<file path="src/rtl/pbec_pkg.sv">
package pbec_pkg;

	// Expected packet length is clamped to this before the length byte is formed.
	localparam int MAX_PAYLOAD = 127;
	localparam int TOTAL_WIDTH = 32;

	localparam int BITS_W = 12;
	localparam int BYTES_W = 9;
	localparam int OUT_TOTAL_W = 32;

	localparam int QUEUE_DEPTH = 2;

	localparam int PADDR_W = 3;
	localparam int PDATA_W = 32;
	localparam logic REG_PAYLOAD_LENGTH = 1'b0;
	localparam logic REG_FILL_BYTE = 1'b1;
	localparam logic [6:0] PAYLOAD_LENGTH_RST = 7'd10;
	localparam logic [7:0] FILL_BYTE_RST = 8'hFF;

	typedef struct packed {
		logic action;
		logic [7:0] rx_byte;
	} item_t;

	typedef struct packed {
		logic packet_lost;
		logic [BITS_W-1:0] packet_bad_bits;
		logic [BYTES_W-1:0] packet_bad_bytes;
		logic [OUT_TOTAL_W-1:0] total_packets;
		logic [OUT_TOTAL_W-1:0] total_bad_bits;
		logic [OUT_TOTAL_W-1:0] total_bad_bytes;
		logic [OUT_TOTAL_W-1:0] total_bad_packets;
		logic [OUT_TOTAL_W-1:0] total_lost_packets;
	} result_t;

	typedef enum logic [1:0] {
		OP_CLEAR,
		OP_LOST,
		OP_START,
		OP_DATA
	} op_t;

	// One classified byte handed from the front to the back.
	typedef struct packed {
		op_t op;
		logic last;
		logic [BITS_W-1:0] bits;
		logic [BYTES_W-1:0] bytes;
	} cmd_t;

endpackage

</file>
<file path="src/rtl/pbec_front.sv">
module pbec_front (
	input logic clk,
	input logic arst_n,
	input logic item_valid,
	output logic item_ready,
	input pbec_pkg::item_t item,
	input logic [6:0] payload_length,
	input logic [7:0] fill_byte,
	input logic q_full,
	output logic q_push,
	output pbec_pkg::cmd_t q_cmd
);

	function automatic logic [3:0] popcount8(input logic [7:0] v);
		logic [3:0] n;
		n = '0;
		for (int i = 0; i < 8; i++) begin
			n = n + 4'(v[i]);
		end
		return n;
	endfunction

	logic in_payload_q;
	logic [7:0] bytes_rem_q;
	logic [6:0] cmp_rem_q;

	logic [6:0] plen;
	logic [7:0] exp_len;
	logic [7:0] dif;
	logic [7:0] cmp_len;
	logic [3:0] byte_diff;
	logic last;

	assign item_ready = !q_full;
	assign q_push = item_valid && item_ready;

	always_comb begin
		plen = (payload_length == '0) ? 7'd1 : payload_length;
		if (8'(plen) > 8'(pbec_pkg::MAX_PAYLOAD)) begin
			exp_len = 8'(pbec_pkg::MAX_PAYLOAD) - 8'd1;
		end else begin
			exp_len = 8'(plen) - 8'd1;
		end
		dif = (exp_len > item.rx_byte) ? exp_len - item.rx_byte : item.rx_byte - exp_len;
		cmp_len = (exp_len < item.rx_byte) ? exp_len : item.rx_byte;
		byte_diff = (cmp_rem_q != '0) ? popcount8(item.rx_byte ^ fill_byte) : 4'd0;
		last = (bytes_rem_q == 8'd1);
	end

	// Classify the byte.
	always_comb begin
		q_cmd = '0;
		if (item.action) begin
			q_cmd.op = pbec_pkg::OP_CLEAR;
		end else if (!in_payload_q) begin
			if (item.rx_byte == '0) begin
				q_cmd.op = pbec_pkg::OP_LOST;
				q_cmd.last = 1'b1;
			end else begin
				q_cmd.op = pbec_pkg::OP_START;
				q_cmd.bits = {1'b0, dif, 3'b000} + 12'(popcount8(exp_len ^ item.rx_byte));
				q_cmd.bytes = {1'b0, dif} + 9'(dif != '0);
			end
		end else begin
			q_cmd.op = pbec_pkg::OP_DATA;
			q_cmd.last = last;
			q_cmd.bits = 12'(byte_diff);
			q_cmd.bytes = 9'(byte_diff != '0);
		end
	end

	always_ff @(posedge clk or negedge arst_n) begin
		if (!arst_n) begin
			in_payload_q <= 1'b0;
			bytes_rem_q <= '0;
			cmp_rem_q <= '0;
		end else if (q_push && !item.action) begin
			if (!in_payload_q) begin
				if (item.rx_byte != '0) begin
					in_payload_q <= 1'b1;
					bytes_rem_q <= item.rx_byte;
					cmp_rem_q <= 7'(cmp_len);
				end
			end else begin
				bytes_rem_q <= bytes_rem_q - 8'd1;
				if (last) begin
					in_payload_q <= 1'b0;
					cmp_rem_q <= '0;
				end else if (cmp_rem_q != '0) begin
					cmp_rem_q <= cmp_rem_q - 7'd1;
				end
			end
		end
	end

endmodule

</file>
<file path="src/rtl/pbec_queue.sv">
module pbec_queue (
	input logic clk,
	input logic arst_n,
	input logic push,
	input pbec_pkg::cmd_t push_cmd,
	output logic full,
	input logic pop,
	output logic head_valid,
	output pbec_pkg::cmd_t head
);

	localparam int DEPTH = pbec_pkg::QUEUE_DEPTH;
	localparam int PTR_W = (DEPTH > 1) ? $clog2(DEPTH) : 1;
	localparam int CNT_W = $clog2(DEPTH + 1);

	pbec_pkg::cmd_t slot_q [DEPTH];
	logic [PTR_W-1:0] wr_ptr_q;
	logic [PTR_W-1:0] rd_ptr_q;
	logic [CNT_W-1:0] count_q;

	assign full = (count_q == CNT_W'(DEPTH));
	assign head_valid = (count_q != '0);
	assign head = slot_q[rd_ptr_q];

	function automatic logic [PTR_W-1:0] next_ptr(input logic [PTR_W-1:0] p);
		return (p == PTR_W'(DEPTH - 1)) ? '0 : p + PTR_W'(1);
	endfunction

	always_ff @(posedge clk) begin
		if (push) begin
			slot_q[wr_ptr_q] <= push_cmd;
		end
	end

	always_ff @(posedge clk or negedge arst_n) begin
		if (!arst_n) begin
			wr_ptr_q <= '0;
			rd_ptr_q <= '0;
			count_q <= '0;
		end else begin
			if (push) begin
				wr_ptr_q <= next_ptr(wr_ptr_q);
			end
			if (pop) begin
				rd_ptr_q <= next_ptr(rd_ptr_q);
			end
			if (push && !pop) begin
				count_q <= count_q + CNT_W'(1);
			end else if (pop && !push) begin
				count_q <= count_q - CNT_W'(1);
			end
		end
	end

endmodule

</file>
<file path="src/rtl/pbec_back.sv">
module pbec_back #(
	parameter int TOTAL_WIDTH = pbec_pkg::TOTAL_WIDTH
) (
	input logic clk,
	input logic arst_n,
	input logic head_valid,
	input pbec_pkg::cmd_t head,
	output logic pop,
	output logic result_valid,
	input logic result_ready,
	output pbec_pkg::result_t result
);

	localparam int SW = TOTAL_WIDTH + 1;

	function automatic logic [TOTAL_WIDTH-1:0] sat_add(
		input logic [TOTAL_WIDTH-1:0] a,
		input logic [pbec_pkg::BITS_W-1:0] b
	);
		logic [SW-1:0] s;
		s = {1'b0, a} + SW'(b);
		return s[TOTAL_WIDTH] ? '1 : s[TOTAL_WIDTH-1:0];
	endfunction

	logic [pbec_pkg::BITS_W-1:0] run_bits_q;
	logic [pbec_pkg::BYTES_W-1:0] run_bytes_q;
	logic [TOTAL_WIDTH-1:0] sum_packets_q;
	logic [TOTAL_WIDTH-1:0] sum_bits_q;
	logic [TOTAL_WIDTH-1:0] sum_bytes_q;
	logic [TOTAL_WIDTH-1:0] sum_bad_q;
	logic [TOTAL_WIDTH-1:0] sum_lost_q;
	logic result_valid_q;
	pbec_pkg::result_t result_q;

	logic emits;
	logic out_free;
	logic is_lost;
	logic [pbec_pkg::BITS_W-1:0] new_bits;
	logic [pbec_pkg::BYTES_W-1:0] new_bytes;
	logic [TOTAL_WIDTH-1:0] nx_packets;
	logic [TOTAL_WIDTH-1:0] nx_bits;
	logic [TOTAL_WIDTH-1:0] nx_bytes;
	logic [TOTAL_WIDTH-1:0] nx_bad;
	logic [TOTAL_WIDTH-1:0] nx_lost;

	assign is_lost = (head.op == pbec_pkg::OP_LOST);
	assign emits = is_lost || (head.op == pbec_pkg::OP_DATA && head.last);
	assign out_free = !result_valid_q || result_ready;
	assign pop = head_valid && (!emits || out_free);
	assign result_valid = result_valid_q;
	assign result = result_q;

	always_comb begin
		new_bits = is_lost ? '0 : run_bits_q + head.bits;
		new_bytes = is_lost ? '0 : run_bytes_q + head.bytes;
		nx_packets = sat_add(sum_packets_q, pbec_pkg::BITS_W'(1));
		nx_lost = is_lost ? sat_add(sum_lost_q, pbec_pkg::BITS_W'(1)) : sum_lost_q;
		nx_bits = is_lost ? sum_bits_q : sat_add(sum_bits_q, new_bits);
		nx_bytes = is_lost ? sum_bytes_q
			: sat_add(sum_bytes_q, pbec_pkg::BITS_W'(new_bytes));
		nx_bad = (!is_lost && new_bits != '0)
			? sat_add(sum_bad_q, pbec_pkg::BITS_W'(1)) : sum_bad_q;
	end

	always_ff @(posedge clk) begin
		if (pop && emits) begin
			result_q.packet_lost <= is_lost;
			result_q.packet_bad_bits <= new_bits;
			result_q.packet_bad_bytes <= new_bytes;
			result_q.total_packets <= pbec_pkg::OUT_TOTAL_W'(nx_packets);
			result_q.total_bad_bits <= pbec_pkg::OUT_TOTAL_W'(nx_bits);
			result_q.total_bad_bytes <= pbec_pkg::OUT_TOTAL_W'(nx_bytes);
			result_q.total_bad_packets <= pbec_pkg::OUT_TOTAL_W'(nx_bad);
			result_q.total_lost_packets <= pbec_pkg::OUT_TOTAL_W'(nx_lost);
		end
	end

	always_ff @(posedge clk or negedge arst_n) begin
		if (!arst_n) begin
			run_bits_q <= '0;
			run_bytes_q <= '0;
			sum_packets_q <= '0;
			sum_bits_q <= '0;
			sum_bytes_q <= '0;
			sum_bad_q <= '0;
			sum_lost_q <= '0;
			result_valid_q <= 1'b0;
		end else begin
			if (pop && emits) begin
				result_valid_q <= 1'b1;
			end else if (result_ready) begin
				result_valid_q <= 1'b0;
			end
			if (pop) begin
				case (head.op)
					pbec_pkg::OP_CLEAR: begin
						sum_packets_q <= '0;
						sum_bits_q <= '0;
						sum_bytes_q <= '0;
						sum_bad_q <= '0;
						sum_lost_q <= '0;
					end
					pbec_pkg::OP_START: begin
						run_bits_q <= head.bits;
						run_bytes_q <= head.bytes;
					end
					pbec_pkg::OP_LOST, pbec_pkg::OP_DATA: begin
						if (emits) begin
							sum_packets_q <= nx_packets;
							sum_bits_q <= nx_bits;
							sum_bytes_q <= nx_bytes;
							sum_bad_q <= nx_bad;
							sum_lost_q <= nx_lost;
							run_bits_q <= '0;
							run_bytes_q <= '0;
						end else begin
							run_bits_q <= new_bits;
							run_bytes_q <= new_bytes;
						end
					end
					default: begin
						run_bits_q <= run_bits_q;
					end
				endcase
			end
		end
	end

endmodule

</file>
<file path="src/rtl/packet_bit_error_counter.sv">
// Bit error counter for looped-back test packets.
// Request channel (item_valid/item_ready/item): one byte per request. With action
// low, rx_byte is a received byte; the first byte of each packet is its length.
// With action high, the five running totals clear and no result follows.
// Result channel (result_valid/result_ready/result): one result per finished
// packet, carrying that packet's bad bit and bad byte counts and the saturating
// totals. A zero length byte finishes a lost packet on its own.
// Throughput: one request per cycle while item_ready is high. The last byte of a
// packet reaches its result through the command queue and the result register.
// The front classifies each byte into a command; a two-entry command queue feeds
// the back, which accumulates counts and holds one result register. When the
// receiver stalls, the back holds the command that would finish a packet, the
// queue fills and item_ready drops once one more request is taken; bytes inside
// a packet still drain into the running counts.
// Configuration (APB, pready always high): payload_length at 0x0, fill_byte at
// 0x4; write only while no packet is in progress.
// Reset clears the totals, the packet state, the queue and the result valid, and
// loads payload_length 10 and fill_byte 0xFF.
module packet_bit_error_counter #(
	parameter int TOTAL_WIDTH = pbec_pkg::TOTAL_WIDTH
) (
	input logic clk,
	input logic arst_n,
	input logic psel,
	input logic penable,
	input logic pwrite,
	input logic [pbec_pkg::PADDR_W-1:0] paddr,
	input logic [pbec_pkg::PDATA_W-1:0] pwdata,
	output logic [pbec_pkg::PDATA_W-1:0] prdata,
	output logic pready,
	input logic item_valid,
	output logic item_ready,
	input pbec_pkg::item_t item,
	output logic result_valid,
	input logic result_ready,
	output pbec_pkg::result_t result
);

	logic [6:0] payload_length_q;
	logic [7:0] fill_byte_q;
	logic reg_sel;

	logic q_full;
	logic q_push;
	pbec_pkg::cmd_t q_cmd;
	logic q_pop;
	logic q_valid;
	pbec_pkg::cmd_t q_head;

	// Decode by the word address; the low two bits are byte lanes.
	assign reg_sel = paddr[2];
	assign pready = 1'b1;

	always_comb begin
		case (reg_sel)
			pbec_pkg::REG_PAYLOAD_LENGTH: prdata = pbec_pkg::PDATA_W'(payload_length_q);
			pbec_pkg::REG_FILL_BYTE: prdata = pbec_pkg::PDATA_W'(fill_byte_q);
			default: prdata = '0;
		endcase
	end

	// Take the write in the access phase.
	always_ff @(posedge clk or negedge arst_n) begin
		if (!arst_n) begin
			payload_length_q <= pbec_pkg::PAYLOAD_LENGTH_RST;
			fill_byte_q <= pbec_pkg::FILL_BYTE_RST;
		end else if (psel && penable && pwrite && pready) begin
			case (reg_sel)
				pbec_pkg::REG_PAYLOAD_LENGTH: payload_length_q <= pwdata[6:0];
				pbec_pkg::REG_FILL_BYTE: fill_byte_q <= pwdata[7:0];
				default: fill_byte_q <= fill_byte_q;
			endcase
		end
	end

	// Front: track packet framing and turn each byte into a command.
	pbec_front u_front (
		.clk(clk),
		.arst_n(arst_n),
		.item_valid(item_valid),
		.item_ready(item_ready),
		.item(item),
		.payload_length(payload_length_q),
		.fill_byte(fill_byte_q),
		.q_full(q_full),
		.q_push(q_push),
		.q_cmd(q_cmd)
	);

	// Decouple the front from a stalled result port.
	pbec_queue u_queue (
		.clk(clk),
		.arst_n(arst_n),
		.push(q_push),
		.push_cmd(q_cmd),
		.full(q_full),
		.pop(q_pop),
		.head_valid(q_valid),
		.head(q_head)
	);

	// Back: accumulate packet counts and totals, present results.
	pbec_back #(
		.TOTAL_WIDTH(TOTAL_WIDTH)
	) u_back (
		.clk(clk),
		.arst_n(arst_n),
		.head_valid(q_valid),
		.head(q_head),
		.pop(q_pop),
		.result_valid(result_valid),
		.result_ready(result_ready),
		.result(result)
	);

`ifndef SYNTHESIS
	a_pop_nonempty: assert property (@(posedge clk) disable iff (!arst_n)
		q_pop |-> q_valid)
		else $error("command popped from empty queue");

	a_lost_zero: assert property (@(posedge clk) disable iff (!arst_n)
		result_valid && result.packet_lost |->
			result.packet_bad_bits == '0 && result.packet_bad_bytes == '0)
		else $error("lost packet carries damage counts");

	a_bytes_need_bits: assert property (@(posedge clk) disable iff (!arst_n)
		result_valid && result.packet_bad_bits == '0 |-> result.packet_bad_bytes == '0)
		else $error("bad bytes counted without bad bits");

	a_full_stalls: assert property (@(posedge clk) disable iff (!arst_n)
		q_full && !q_pop |=> q_full)
		else $error("full queue drained without a pop");
`endif

endmodule
</file>
<file path="config.mk">
export PLATFORM = sky130hd
export DESIGN_NAME = packet_bit_error_counter
export DESIGN_NICKNAME = d
export VERILOG_FILES = /design/src/rtl/pbec_pkg.sv /design/src/rtl/pbec_front.sv /design/src/rtl/pbec_queue.sv /design/src/rtl/pbec_back.sv /design/src/rtl/packet_bit_error_counter.sv
export SDC_FILE = /design/constraint.sdc
export NUM_CORES = 1
export LEC_CHECK = 0
export BUFFER_PORTS_ARGS = -buffer_cell sky130_fd_sc_hd__buf_2
export CAP_MARGIN = 15
export CORE_ASPECT_RATIO = 0.8
export CORE_MARGIN = 2
export CORE_UTILIZATION = 54
export CTS_CLUSTER_DIAMETER = 150
export DETAILED_ROUTE_END_ITERATION = 12
export PLACE_DENSITY = 0.77
export REMOVE_ABC_BUFFERS = 1
export SYNTH_ARGS = -nofsm -noshare
export SYNTH_HDL_FRONTEND = slang
export SYNTH_SLANG_ARGS = --single-unit
</file>
<file path="constraint.sdc">
create_clock -name clk -period 8.41 [get_ports clk]
set_input_delay 1.2615 -clock clk [delete_from_list [all_inputs] [get_ports clk]]
set_output_delay 1.2615 -clock clk [all_outputs]
set_load 0.05 [all_outputs]
</file>
=== Word level (Yosys, flattened, before mapping) ===
Memory sizes are Yosys's and may differ from the RTL's.
Index checks and enable logic that the tools add are counted.

* Register bits after elaboration: 399
* Bits in writable memories: 48
* Input bits: 51
* Output and inout bits: 217
* Word-level logic and storage cells: 163
* Memories: 1

* $add $sub $neg: 32
* Order comparisons: 2
* Equal/unequal tests: 7
* Multiplexer cells: 53
* Bitwise gates (word level): 3
* Reduce and logical (&&, ||, !) cells: 41

{| class="wikitable"
|+ Memories
! memory !! words !! bits a word !! rd ports !! clocked after Yosys merged registers in !! wr ports !! line !! text
|-
| u_queue.slot_q || 2 || 24 || 1 || 0 || 1 || pbec_queue.sv:16 || <nowiki>pbec_pkg::cmd_t slot_q [DEPTH];</nowiki>
|}

{| class="wikitable"
|+ Operator list
! kind !! count
|-
| 32-bit 2-to-1 mux || 14
|-
| 32-bit case mux with 2 select lines || 6
|-
| 32-bit by 1-bit adder with 33-bit output, second input constant || 3
|-
| 4-bit by 1-bit adder with 4-bit output || 12
|-
| 7-bit 2-to-1 mux || 6
|-
| 32-bit by 12-bit adder with 33-bit output || 1
|-
| 32-bit by 9-bit adder with 33-bit output || 1
|-
| 12-bit 2-to-1 mux || 2
|-
| 24-bit 2-to-1 mux || 1
|-
| 8-bit 2-to-1 mux || 3
|-
| 12-bit case mux with 2 select lines || 1
|-
| 22-bit 2-to-1 mux || 1
|-
| 21-bit 2-to-1 mux || 1
|-
| 9-bit 2-to-1 mux || 2
|-
| 9-bit case mux with 2 select lines || 1
|-
| 8-bit nonzero test || 2
|-
| 8-bit subtractor || 2
|-
| 8-bit bitwise XOR || 2
|-
| 11-bit by 4-bit adder with 12-bit output || 1
|-
| 12-bit adder || 1
|-
| 12-bit nonzero test || 1
|-
| 2-bit nonzero test || 6
|-
| 1-bit logical AND || 10
|-
| 1-bit 2-to-1 mux || 10
|-
| other kinds (29) || 48
|}

=== Longest topological paths before layout ===
Gate-level depths: netlist of the first run.

* Depth in word-level cells: 15
* Mapped depth: 23
* Gate-level depth less buffers: 22

=== Modules after synthesis ===
Synthesis of the first run repeated with hierarchy kept, for this count alone.

* Cell total of the unflattened synthesis: 2572
* Area total of the unflattened synthesis: 25723.4 µm²

{| class="wikitable"
|+ Modules (own cells, without submodules)
! module !! times used !! cells each !! area an instance (µm²) !! sequential area each (µm²)
|-
| pbec_back || 1 || 2040 || 19877.8 || 10019.6
|-
| pbec_front || 1 || 373 || 2927.8 || 400.4
|-
| pbec_queue || 1 || 91 || 2023.2 || 1541.5
|-
| packet_bit_error_counter || 1 || 68 || 894.6 || 387.9
|}

=== Least setup slack after synthesis of the first run ===
No wires, ideal clock.

* Path type: input to register
* From: input result_ready
* To: register u_back.sum_bits_q[11]
* Setup time: 0.091 ns
* Arrival: 8.363 ns
* Required time: 8.319 ns
* Setup slack: -0.045 ns
* Stages on the path: 9
* Buffers on the path: 3
* Cell sequence: nand2b_1 > o22ai_1 > or2_2 > buf_2 > clkinv_1 > clkbuf_1 > buf_1 > o221ai_1 > nand2_1

* Word-level cells in the longest chain between the ends: 4

{| class="wikitable"
|+ Ends and longest elaborated chain
! what !! line !! text
|-
| from (decl) || packet_bit_error_counter.sv:35 || <nowiki>input logic result_ready,</nowiki>
|-
| 1-bit logical OR || pbec_back.sv:48 || <nowiki>assign out_free = !result_valid_q || result_ready;</nowiki>
|-
| 1-bit logical OR || pbec_back.sv:49 || <nowiki>assign pop = head_valid && (!emits || out_free);</nowiki>
|-
| 1-bit logical AND || pbec_back.sv:49 ||
|-
| 3-bit AND reduction (no line) || n/a ||
|-
| to (signal assigned) || pbec_back.sv:110 || <nowiki>sum_bits_q <= nx_bits;</nowiki>
|-
| to (decl) || pbec_back.sv:28 || <nowiki>logic [TOTAL_WIDTH-1:0] sum_bits_q;</nowiki>
|}

Every way passes these cells.
A chain may end at the register's enable or synchronous reset.

==> results of run 1 <==
## per-stage QoR
| stage | worst slack, ns | hold slack (ns) | util |
|---|---|---|---|
| finish | 2.22 | 0.499 | 0.613 |
| global route | 1.78 | 0.514 | 0.613 |
| CTS | 2.32 | 0.499 | 0.612 |
| detailed placement | 2.38 | 0.484 | 0.576 |
| global placement | 2.45 | 0.469 | 0.576 |
| floorplan | -3.42 | 0.456 | - |
## routing by layer
layer / wire length, microns / global-route usage / share of wire
met2: 28300 / 0.397 / 0.45
met5: 0 / 0 / 0
met4: 1820 / 0.0942 / 0.029
met3: 4500 / 0.0421 / 0.072
met1: 28100 / 0.370 / 0.45
## flip-flops by register name, summed over array words and instances (netlist names)
signal and count:
u_back.result 182, u_queue.slot_q 48, u_back.sum_bad_q 32, u_back.sum_bits_q 32, u_back.sum_bytes_q 32, u_back.sum_lost_q 32, u_back.sum_packets_q 32, u_back.run_bits_q 12
u_back.run_bytes_q 9, fill_byte_q 8, u_front.bytes_rem_q 8, payload_length_q 7, u_front.cmp_rem_q 7, u_queue.count_q 2, u_back.result_valid 1, u_front.in_payload_q 1
u_queue.rd_ptr_q 1, u_queue.wr_ptr_q 1
## cells in the final DEF, fill, tap and decap left out, types with 12 or more instances in the layout
master / count
nand2_1: 258
edfxtp_1: 230
buf_2: 216
dfrtp_1: 207
o21ai_0: 186
a21oi_1: 176
nor2_1: 171
inv_1: 94
a22o_1: 80
nand3_1: 74
ha_1: 74
xnor2_1: 72
and3_1: 60
a31oi_1: 52
mux2_2: 50
xor2_1: 48
nor3_1: 48
clkbuf_16: 48
and2_1: 28
conb_1: 26
nand4_1: 23
o22a_1: 22
a21o_1: 21
o21a_1: 21
or2_2: 19
nor4_1: 18
buf_4: 18
nand2b_1: 17
o22ai_1: 16
nor2b_1: 16
mux2i_1: 14
and4_1: 14
fa_1: 14
a211oi_1: 12
o31ai_1: 12
a22oi_1: 12
clkbuf_1: 12
## synthesized netlist by cell type, drive strengths merged (11+ instances only)
cell type / number / area [sq um]
a211oi: 13 / 97.6
a21o: 21 / 158
a21oi: 176 / 881
a22o: 80 / 701
a22oi: 12 / 90.1
a31oi: 52 / 325
and2: 29 / 184
and3: 60 / 375
and4: 15 / 134
buf: 53 / 353
clkbuf: 99 / 372
dfrtp: 207 / 5180
edfxtp: 230 / 6910
fa: 14 / 280
ha: 74 / 926
inv: 94 / 353
mux2: 50 / 563
mux2i: 14 / 140
nand2: 258 / 968
nand2b: 17 / 106
nand3: 74 / 370
nand4: 23 / 144
nor2: 172 / 646
nor2b: 16 / 100
nor3: 48 / 240
nor4: 19 / 125
o21a: 21 / 158
o21ai: 189 / 950
o221a: 16 / 180
o22a: 23 / 201
o22ai: 16 / 100
o31ai: 12 / 90.1
or2: 22 / 140
or3: 11 / 68.8
xnor2: 72 / 631
xor2: 48 / 420
## final timing paths
check / from / to / slack, ns / cells past startpoint
setup / recovery: payload_length_q[2]$_DFFE_PN0P_ / u_queue.slot_q[0][7]$_DFFE_PP_ / 2.22 / 22
hold / removal: u_back.run_bits_q[0]$_DFFE_PN0P_ / u_back.run_bits_q[0]$_DFFE_PN0P_ / 0.50 / 2
setup reg to reg: payload_length_q[2]$_DFFE_PN0P_ / u_queue.slot_q[0][7]$_DFFE_PP_ / 2.22 / 22
hold reg to reg: u_back.run_bits_q[0]$_DFFE_PN0P_ / u_back.run_bits_q[0]$_DFFE_PN0P_ / 0.50 / 2
max in group asynchronous: arst_n / u_back.sum_bad_q[26]$_DFFE_PN0P_ / 6.18 / 2
min in group asynchronous: arst_n / payload_length_q[2]$_DFFE_PN0P_ / 0.68 / 1
## final cells by class
type / instances / share of cell area
tap: 612 / 0.0274
sequential: 447 / 0.443
timing repair buffer: 238 / 0.0465
antenna: 1 / 0.0000897
clock inverter: 25 / 0.0129
multi-input combinational: 1793 / 0.411
clock buffer: 63 / 0.0461
inverter: 95 / 0.0130
## tightest hold or removal path, cell delays in order, from the launching register on
cell and delay [ns]:
dfrtp_1 0.34, nand2_1 0.05, o21ai_0 0.06
## cells by family (layout without fill, tap and decap cells)
family,after synthesis,in the layout,share of synthesized area
flops,447,447,0.498
other cells,2,27,0.000303
xor+xnor,120,120,0.0424
fa+ha+maj,88,88,0.0486
compound gates,711,711,0.187
mux,64,64,0.0284
buf+inv,247,421,0.0436
simple gates,784,784,0.152
## where the power goes
part	switching (mW)	internal [mW]	total, mW
Clock	0.892	1.33	2.22
Combinational	4.68	1.98	6.66
Sequential	0.300	3.22	3.52
Total	5.87	6.53	12.4
==> reports/results.tsv, run 1 <==
stage	metric	value	unit
final_layout	fin_area	27900	sq um
final_layout	share_of_post_route_cells_with_drive_strength_above_1	0.154	
logic_synthesis	syn-cell-area	24800	sq um
logic_synthesis	syn-instance-count	2463	
global_routing	antenna_found_initial	1	
critical_path	worstPathCellList	or3_1, nor2_1, a21o_1, inv_1, ha_1, nand2_1, xor2_1, inv_1, ha_1, and4_1, o21ai_0, a2111oi_1, a2111oi_0, or2_1, a221oi_1, xnor2_1, or4b_1, ha_1, and2_1, nor4b_1, xnor2_1, nor2_1	
min_path	hold_path_class	register to register	
logic_synthesis	synth.yosys.warnings	0	
logic_synthesis	number_of_synthesized_flops_with_an_enable_pin	230	
global_routing	global_route_wire_length_before_repair	99.8	mm
logic_synthesis	syn_area_per_cell	10.1	sq um
timing	setup_tns	0	ns
logic_synthesis	yosysSeqAreaShare	0.498	
global_routing	grt_usage	0.257	
die	initial_utilization	0.545	
run	maxCapViolCount	0	
critical_path	cpMostUsedCell	ha_1	
pwr	total_power	12.4	mW
critical_path	critical_setup_path_class	register to register	
timing	worst_slew_margin_rel	0.210	
die	rows	70	
cts	max-clock-path-buffers	3	
placement	dp.cells	3183	
global_routing	grt_pass1_vias	19000	
cts	cts.sinks	447	
logic_synthesis	dominantRegCellSynth	edfxtp_1	
timing	final.setup_skew	0.0208	ns
cts	cts_tree	done	
cts	tritoncts.num_buffers	47	
final_layout	multiInputGateArea	11500	sq um
pwr	ir_drop	0.000452	V
route	firstDrtPassIters	6	
route	route.vias.total	20000	
route	wl_per_cell	19.2	microns
cts	worst_skew_pair.late_latency	0.60	ns
critical_path	startpoint_type	register	
critical_path	worst-path-buf-inv	2	
critical_path	cp_top_family	simple AND/OR/NAND/NOR gates	
die	die_width	244	microns
timing	grt_setup_unrepaired	false	
placement	placement.io_buffers	216	
logic_synthesis	netlist-cell-type-count	83	
final_layout	layout.area.seq	12300	sq um
timing	fin_crit_sh	0.736	
timing	drv_slew	0	
critical_path	crit_path_max_incr_delay	0.66	ns
final_layout	filler_cell_count	3700	
route	route.detailed.drc	0	
cts	cts_post_setup_buffers_inserted	0	
critical_path	critical_path.slowest_cell	a2111oi_1	
cts	cts_max_level	2	
route	detail_route.wirelength	62.7	mm
global_routing	grt_overflow	0	
route	post_drt_via_cell_ratio	6.12	
final_layout	stdcell_count	3274	
timing	finalSetupViolations	0	
global_routing	grt_start_max_net_pins	172	
timing	post-route-min-period	6.19	ns
final_layout	final_nets	2761	
timing	fmaxAchievable	161	MHz
die	chipHeight	196	microns
critical_path	end_kind	register	
placement	placed_area	26200	sq um
pwr	power_per_cell_area	444	nW/um^2
cts	cts_root_buffer	clkbuf_16	
route	antenna_violating_nets_post_route	0	
logic_synthesis	postSynth.asyncResetShare	0.485	
critical_path	cp_data_required_time	8.72	ns
cts	clkTransAtPathRegs	0.06	ns
critical_path	worst-path-max-fanout	8	
die	floorplan.die_area	47700	sq um
timing	slew_worst_pin	1.18	ns
die	fp.coreArea	45500	sq um
critical_path	worst_ep_arrival_time	6.50	ns
route	detail_route.iter0.violations	1843	
placement	gp_congestion	0.884	
die	pin_count	268	
cts	ctsResizeCount	0	
final_layout	layout_stage_area_growth_over_the_synthesis_result	12.5	%
timing	final_hold_viol_count	0	
placement	place.detailed.hpwl	41.9	mm
pwr	power_leakage	12.0	nW
logic_synthesis	synth.ff_latch_count	447	
run_status	run_status	complete, no violations	
cts	hold_buffers	0	
Note: power is estimated with default switching activity, not from simulation.
==> run 2: changes to the inputs <==
CORE_UTILIZATION = 60   (was 54)
PLACE_DENSITY = 0.81   (was 0.77)
clock period = 5.9 ns   (was 8.41 ns; I/O delays follow)
==> run 2 against run 1 <==
Utilization increased by 7.3 points; routed wire length fell by 0.40%; register-to-register slack lost 1.8 ns; sequential cell count unchanged; critical endpoint unchanged; first-iteration DRC count up 19%.
==> reports/results.tsv, run 2 (synthesized netlist as in run 1, its figures left out) <==
stage	metric	value	unit	change
run_status	run_status	complete, no violations		
critical_path	cp_data_required_time	6.17	ns	-2.55 ns
pwr	total_power	17.6	mW	+42%
min_path	hold_path_class	input pin to asynchronous set/reset pin		
die	die_width	231	microns	-5.0%
critical_path	critical_setup_path_class	register to register		
placement	gp_congestion	1.00		+13%
final_layout	final_util	0.686		+0.0734
final_layout	mostFrequentLayoutCells	nand2_1, edfxtp_1, buf_2		
timing	grt_setup_unrepaired	false		
cts	cts_post_setup_buffers_inserted	0		unchanged
timing	setup_tns	0	ns	unchanged
pwr	p_sw	8.32	mW	+42%
cts	ctsResizeCount	0		unchanged
cts	hold_buffers	0		unchanged
pwr	power_frac_seq	0.287		+0.003
route	firstDrtPassIters	7		+1
timing	slew_worst_pin	1.12	ns	-0.0630 ns
final_layout	largest_register_ff_count	182		unchanged
critical_path	startpoint_type	register		
timing	final.setup_skew	0.0261	ns	+0.00536 ns
critical_path	worst-path-max-fanout	10		+2
timing	fmaxAchievable	183	MHz	+14%
cts	cts_root_buffer	clkbuf_16		
pwr	cellInternalPower	9.28	mW	+42%
final_layout	stdcell_count	3221		-1.6%
placement	placement.io_buffers	216		unchanged
final_layout	final_nets	2779		+0.65%
cts	tritoncts.num_buffers	45		-4.3%
global_routing	grt_start_max_net_pins	132		-23%
critical_path	end_kind	register		
timing	finalSetupViolations	0		unchanged
run	maxCapViolCount	0		unchanged
cts	cts_max_level	2		unchanged
cts	clkTransAtPathRegs	0.06	ns	about the same
route	wl_per_cell	19.4	microns	+1.2%
pwr	ir_drop	0.000405	V	-10%
cts	max-clock-path-buffers	3		unchanged
route	route.detailed.drc	0		unchanged
route	antenna_violating_nets_post_route	0		unchanged
route	detail_route.wirelength	62.5	mm	-0.40%
global_routing	antenna_found_initial	0		-1
die	rows	66		-5.7%
pwr	power_frac_clock	0.171		-0.008
timing	fin_crit_sh	0.924		+0.187
placement	dp.cells	3135		-1.5%
route	post_drt_via_cell_ratio	6.25		+2.1%
die	chipHeight	186	microns	-5.0%
pwr	power_leakage	12.1	nW	+0.59%
die	floorplan.die_area	43000	sq um	-9.8%
final_layout	layout_commonest_cell	nand2_1		
final_layout	share_of_post_route_cells_with_drive_strength_above_1	0.163		+0.00879
timing	worst_slew_margin_rel	0.252		+0.0420
placement	place.detailed.hpwl	42.8	mm	+2.2%
global_routing	global_route_wire_length_before_repair	99.5	mm	-0.35%
die	pin_count	268		unchanged
pwr	power_per_cell_area	630	nW/um^2	+42%
global_routing	grt_usage	0.287		+0.0292
timing	post-route-min-period	5.45	ns	-0.743 ns
route	detail_route.iter0.violations	2186		+19%
global_routing	grt_overflow	0		unchanged
final_layout	antenna_diode_instance_count	0		-1
pwr	p_comb_frac	0.542		+0.005
critical_path	worst_ep_arrival_time	5.72	ns	-0.78 ns
cts	worst_skew_pair.late_latency	0.57	ns	-0.03 ns
die	fp.coreArea	40700	sq um	-11%
pwr	netSwitchingFraction	0.473		-0.000517
placement	dp_slack	0.367	ns	-2.01 ns
timing	final_hold_viol_count	0		unchanged
cts	cts.sinks	447		unchanged
route	route.vias.total	20100		+0.40%
global_routing	grt_pass1_vias	19100		+0.38%
timing	drv_slew	0		unchanged
die	initial_utilization	0.609		+0.0646
final_layout	layout_stage_area_growth_over_the_synthesis_result	12.6	%	about the same
cts	cts_tree	done		
timing	final_critical_path_setup_slack	0.450	ns	-1.77 ns
==> run 2: layout make-up <==
cell class              instances  area [sq um]
repair buffers                258          1480
clock buffers                  56          1230
fillers                      3040         12800
clock inverters                28           328
well taps                     544           681
inverters                      95           364
flip-flops and latches        447         12400
multi-input cells            1793         11500
==> run 2: worst max-delay path: stages (launching register included) <==
cell     delay [ns]
dfrtp_1        0.43
or3_1          0.33
nor2_1         0.14
a21o_1         0.17
inv_1          0.08
ha_1           0.23
nand2_1        0.09
xor2_1         0.25
inv_1          0.08
ha_1           0.30
buf_4          0.17
o21a_1         0.19
a21o_1         0.28
o21ai_4        0.34
mux2i_1        0.38
xnor2_1        0.31
nand4_1        0.16
or4b_1         0.52
ha_1           0.18
and2_1         0.15
nor4b_1        0.15
xnor2_1        0.15
nor2_1         0.08
==> run 2: through the flow <==
step | hold WS (ns) | cell area, sq um
floorplan | 0.456 | 24200
global placement | 0.470 | 26300
detailed placement | 0.482 | 26300
CTS | 0.350 | 27900
global route | 0.356 | 27900
finish | 0.314 | 27900
==> run 2: worst paths after layout <==
kind	from	to	slack, ns	depth (start not counted)
max	payload_length_q[4]$_DFFE_PN0P_	u_queue.slot_q[0][7]$_DFFE_PP_	0.45	22
min	arst_n	payload_length_q[0]$_DFFE_PN0P_	0.31	1
max reg2reg	payload_length_q[4]$_DFFE_PN0P_	u_queue.slot_q[0][7]$_DFFE_PP_	0.45	22
min reg2reg	u_back.run_bits_q[8]$_DFFE_PN0P_	u_back.run_bits_q[8]$_DFFE_PN0P_	0.49	2
max in group asynchronous	arst_n	u_back.sum_packets_q[1]$_DFFE_PN0P_	4.30	2
min in group clk	u_back.run_bits_q[8]$_DFFE_PN0P_	u_back.run_bits_q[8]$_DFFE_PN0P_	0.49	2
==> run 2: routing by layer <==
layer  vias to the layer above  wire (microns)  share of wire  global-route usage
li1                       9371               -              -                   -
met1                      9800           27200           0.44               0.408
met2                       827           29000           0.46               0.450
met3                       120            4160          0.067              0.0407
met4                         0            2050          0.033               0.108
met5                         -               0              0                   0
==> run 2: power groups by stage <==
stage                     Combinational, mW  Clock (mW)  Sequential [mW]
after floorplan                        4.98           0             6.54
after global placement                 9.09           0             5.07
after detailed placement               9.35           0             5.11
after CTS                              9.40        3.06             5.06
after global routing                   10.3        3.19             5.14
final                                  9.54        3.01             5.06
==> run 3: changes to the inputs <==
GPL_TIMING_DRIVEN = 0   (was default)
==> run 3 against run 2 <==
Critical path depth down 4; critical path type unchanged; critical endpoint unchanged; sequential cell count unchanged; via count up 0.64%; sequential power about the same; register-to-register slack worse by 0.20 ns; utilization up 0.20 points; global-route usage about the same; worst hold slack worse by 0.053 ns.
==> reports/results.tsv, run 3 (synthesized netlist as in run 1, its figures left out) <==
stage	metric	value	unit	change
run_status	run_status	complete, no violations		
global_routing	grt_start_max_net_pins	119		-9.8%
final_layout	filler_cell_count	2970		-2.3%
route	antenna_violating_nets_post_route	0		unchanged
final_layout	antenna_diode_instance_count	0		unchanged
critical_path	worstPathCellList	or3_1, or3_1, mux2i_2, inv_1, ha_1, a211o_1, a21oi_1, a2111oi_4, a2111oi_1, or2_1, a221oi_2, xnor2_2, or4b_1, ha_1, and2_1, nor4b_1, xnor2_1, nor2_1		
pwr	p_comb_frac	0.550		+0.008
timing	worst_slew_margin_rel	0.219		-0.0335
critical_path	worst-path-max-fanout	9		-1
final_layout	largest_register_ff_count	182		unchanged
critical_path	worst-path-buf-inv	1		-2
route	detail_route.wirelength	62.9	mm	+0.69%
critical_path	startpoint_type	register		
min_path	hold_path_class	input pin to asynchronous set/reset pin		
pwr	netSwitchingFraction	0.476		+0.00366
global_routing	global_route_wire_length_before_repair	99.5	mm	about the same
critical_path	timing.reg2reg.setup_slack	0.25	ns	-0.20 ns
critical_path	crit_path_max_incr_delay	0.55	ns	+0.03 ns
timing	setup_tns	0	ns	unchanged
pwr	p_sw	8.40	mW	+0.91%
timing	finalSetupViolations	0		unchanged
timing	final_critical_path_setup_slack	0.253	ns	-0.196 ns
critical_path	critical_path.endpoint	u_queue.slot_q[0][7]$_DFFE_PP_		
timing	post-route-min-period	5.65	ns	+0.196 ns
cts	hold_buffers	0		unchanged
critical_path	reg2reg_from	payload_length_q[2]$_DFFE_PN0P_		
die	initial_utilization	0.609		unchanged
route	route.vias.total	20200		+0.64%
final_layout	mostFrequentLayoutCells	nand2_1, edfxtp_1, buf_2		
final_layout	layout_stage_area_growth_over_the_synthesis_result	13.0	%	
pwr	power_per_cell_area	629	nW/um^2	-0.16%
die	chipHeight	186	microns	unchanged
critical_path	end_kind	register		
run	maxCapViolCount	0		unchanged
timing	fin_crit_sh	0.957		+0.0333
critical_path	cp_top_family	simple AND/OR/NAND/NOR gates		
cts	cts_tree	done		
critical_path	critical_path_cell_count	18		-18%
placement	gp_congestion	0.923		-7.8%
cts	cts_max_level	2		unchanged
cts	cts.sinks	447		unchanged
final_layout	layout_commonest_cell	nand2_1		
timing	final.setup_skew	0.0223	ns	-0.00378 ns
route	met2_wirelength	29.1	mm	+0.30%
route	route.detailed.drc	0		unchanged
global_routing	grt_usage	0.287		+0.000375
route	firstDrtPassIters	6		-1
critical_path	r2r-end	u_queue.slot_q[0][7]$_DFFE_PP_		
cts	cts_root_buffer	clkbuf_16		
placement	place.detailed.hpwl	42.3	mm	-1.2%
die	die_width	231	microns	unchanged
timing	final_hold_viol_count	0		unchanged
critical_path	crit_path_start	payload_length_q[2]$_DFFE_PN0P_		
final_layout	layout.area.seq	12400	sq um	about the same
pwr	power_frac_seq	0.287		about the same
timing	fmaxAchievable	177	MHz	-3.5%
global_routing	antenna_found_initial	0		unchanged
route	wl_met3	4.46	mm	+7.2%
critical_path	ff2ff_path_depth	18		-18%
pwr	total_power	17.6	mW	+0.14%
global_routing	grt_overflow	0		unchanged
route	highest-signal-layer	met4		
placement	placement.io_buffers	216		unchanged
route	detail_route.iter0.violations	2273		+4.0%
final_layout	share_of_post_route_cells_with_drive_strength_above_1	0.163		-0.000592
timing	drv_slew	0		unchanged
critical_path	worst_ep_arrival_time	5.95	ns	+0.23 ns
timing	slew_worst_pin	1.17	ns	+0.0502 ns
cts	max-clock-path-buffers	3		unchanged
route	met1_length	27.1	mm	-0.67%
final_layout	final_nets	2759		-0.72%
placement	dp_slack	-0.369	ns	-0.736 ns
pwr	ir_drop	0.000404	V	-0.19%
pwr	power_frac_clock	0.162		-0.009
die	pin_count	268		unchanged
final_layout	multiInputGateArea	11600	sq um	+1.2%
critical_path	cp_data_required_time	6.21	ns	+0.04 ns
cts	clkTransAtPathRegs	0.07	ns	about the same
pwr	power_leakage	12.1	nW	-0.41%
route	post_drt_via_cell_ratio	6.33		+1.3%
cts	worst_skew_pair.late_latency	0.59	ns	+0.02 ns
die	rows	66		unchanged
pwr	cellInternalPower	9.23	mW	-0.56%
critical_path	critical_path.slowest_cell	or4b_1		
global_routing	grt_pass1_vias	19100		+0.25%
die	floorplan.die_area	43000	sq um	unchanged
route	wl_per_cell	19.7	microns	+1.3%
die	fp.coreArea	40700	sq um	unchanged
cts	tritoncts.num_buffers	44		-2.2%
critical_path	critical_setup_path_class	register to register		
run 3: cell type report:
type	count	area share
Clock buffer	57	0.0429
Timing Repair Buffer	239	0.0548
Inverter	95	0.0129
Clock inverter	25	0.00884
Sequential cell	447	0.441
Tap cell	544	0.0243
Multi-Input combinational cell	1793	0.415
run 3: power by group through the flow:
stage               Clock [mW]  Combinational (mW)  Sequential (mW)
floorplan                    0                4.98             6.54
global route              3.02                10.5             5.15
CTS                       2.90                9.45             5.07
global placement             0                7.83             4.91
finish                    2.86                9.70             5.06
detailed placement           0                9.40             5.12
run 3: layer usage:
| metal | up-vias | GRT usage |
|---|---|---|
| met3 | 142 | 0.0383 |
| li1 | 9331 | - |
| met5 | - | 0 |
| met2 | 959 | 0.451 |
| met4 | 0 | 0.117 |
| met1 | 9814 | 0.406 |
run 3: metrics by stage:
step                area, sq um  hold WS, ns  instances  utilization
floorplan                 24200        0.456       2335            -
global placement          25900        0.470       3095        0.637
detailed placement        26300        0.481       3111        0.646
CTS                       27800        0.289       3193        0.683
global route              28000        0.323       3200        0.688
finish                    28000        0.262       3200        0.688
run 3: worst min-delay path by stage:
| stage | from | endpoint | slack (ns) | cells past startpoint |
|---|---|---|---|---|
| floorplan | u_back.run_bits_q[3]$_DFFE_PN0P_ | u_back.run_bits_q[3]$_DFFE_PN0P_ | 0.46 | 1 |
| global placement | u_back.run_bytes_q[0]$_DFFE_PN0P_ | u_back.run_bytes_q[0]$_DFFE_PN0P_ | 0.47 | 2 |
| detailed placement | u_back.run_bits_q[8]$_DFFE_PN0P_ | u_back.run_bits_q[8]$_DFFE_PN0P_ | 0.48 | 2 |
| CTS | arst_n | payload_length_q[5]$_DFFE_PN0P_ | 0.29 | 1 |
| global route | arst_n | payload_length_q[5]$_DFFE_PN0P_ | 0.32 | 1 |
| finish | arst_n | payload_length_q[5]$_DFFE_PN0P_ | 0.26 | 1 |
run 3: worst register-to-register path: cells and delay by family (launching register included):
kind	cells	cell delay, ns
flops	1	0.47
buf+inv	1	0.11
fa+ha+maj	2	0.62
simple gates	7	1.88
xor+xnor	2	0.41
compound gates	5	1.56
mux	1	0.32
run 3: timing repair:
item / CTS / global route
resized for setup: 7 / 21
setup endpoints to repair: 154 / 66
buffers inserted: 0 / 3
pin swaps: 1 / 1
gates cloned: 0 / 0
endpoints found under the hold margin: 0 / 0
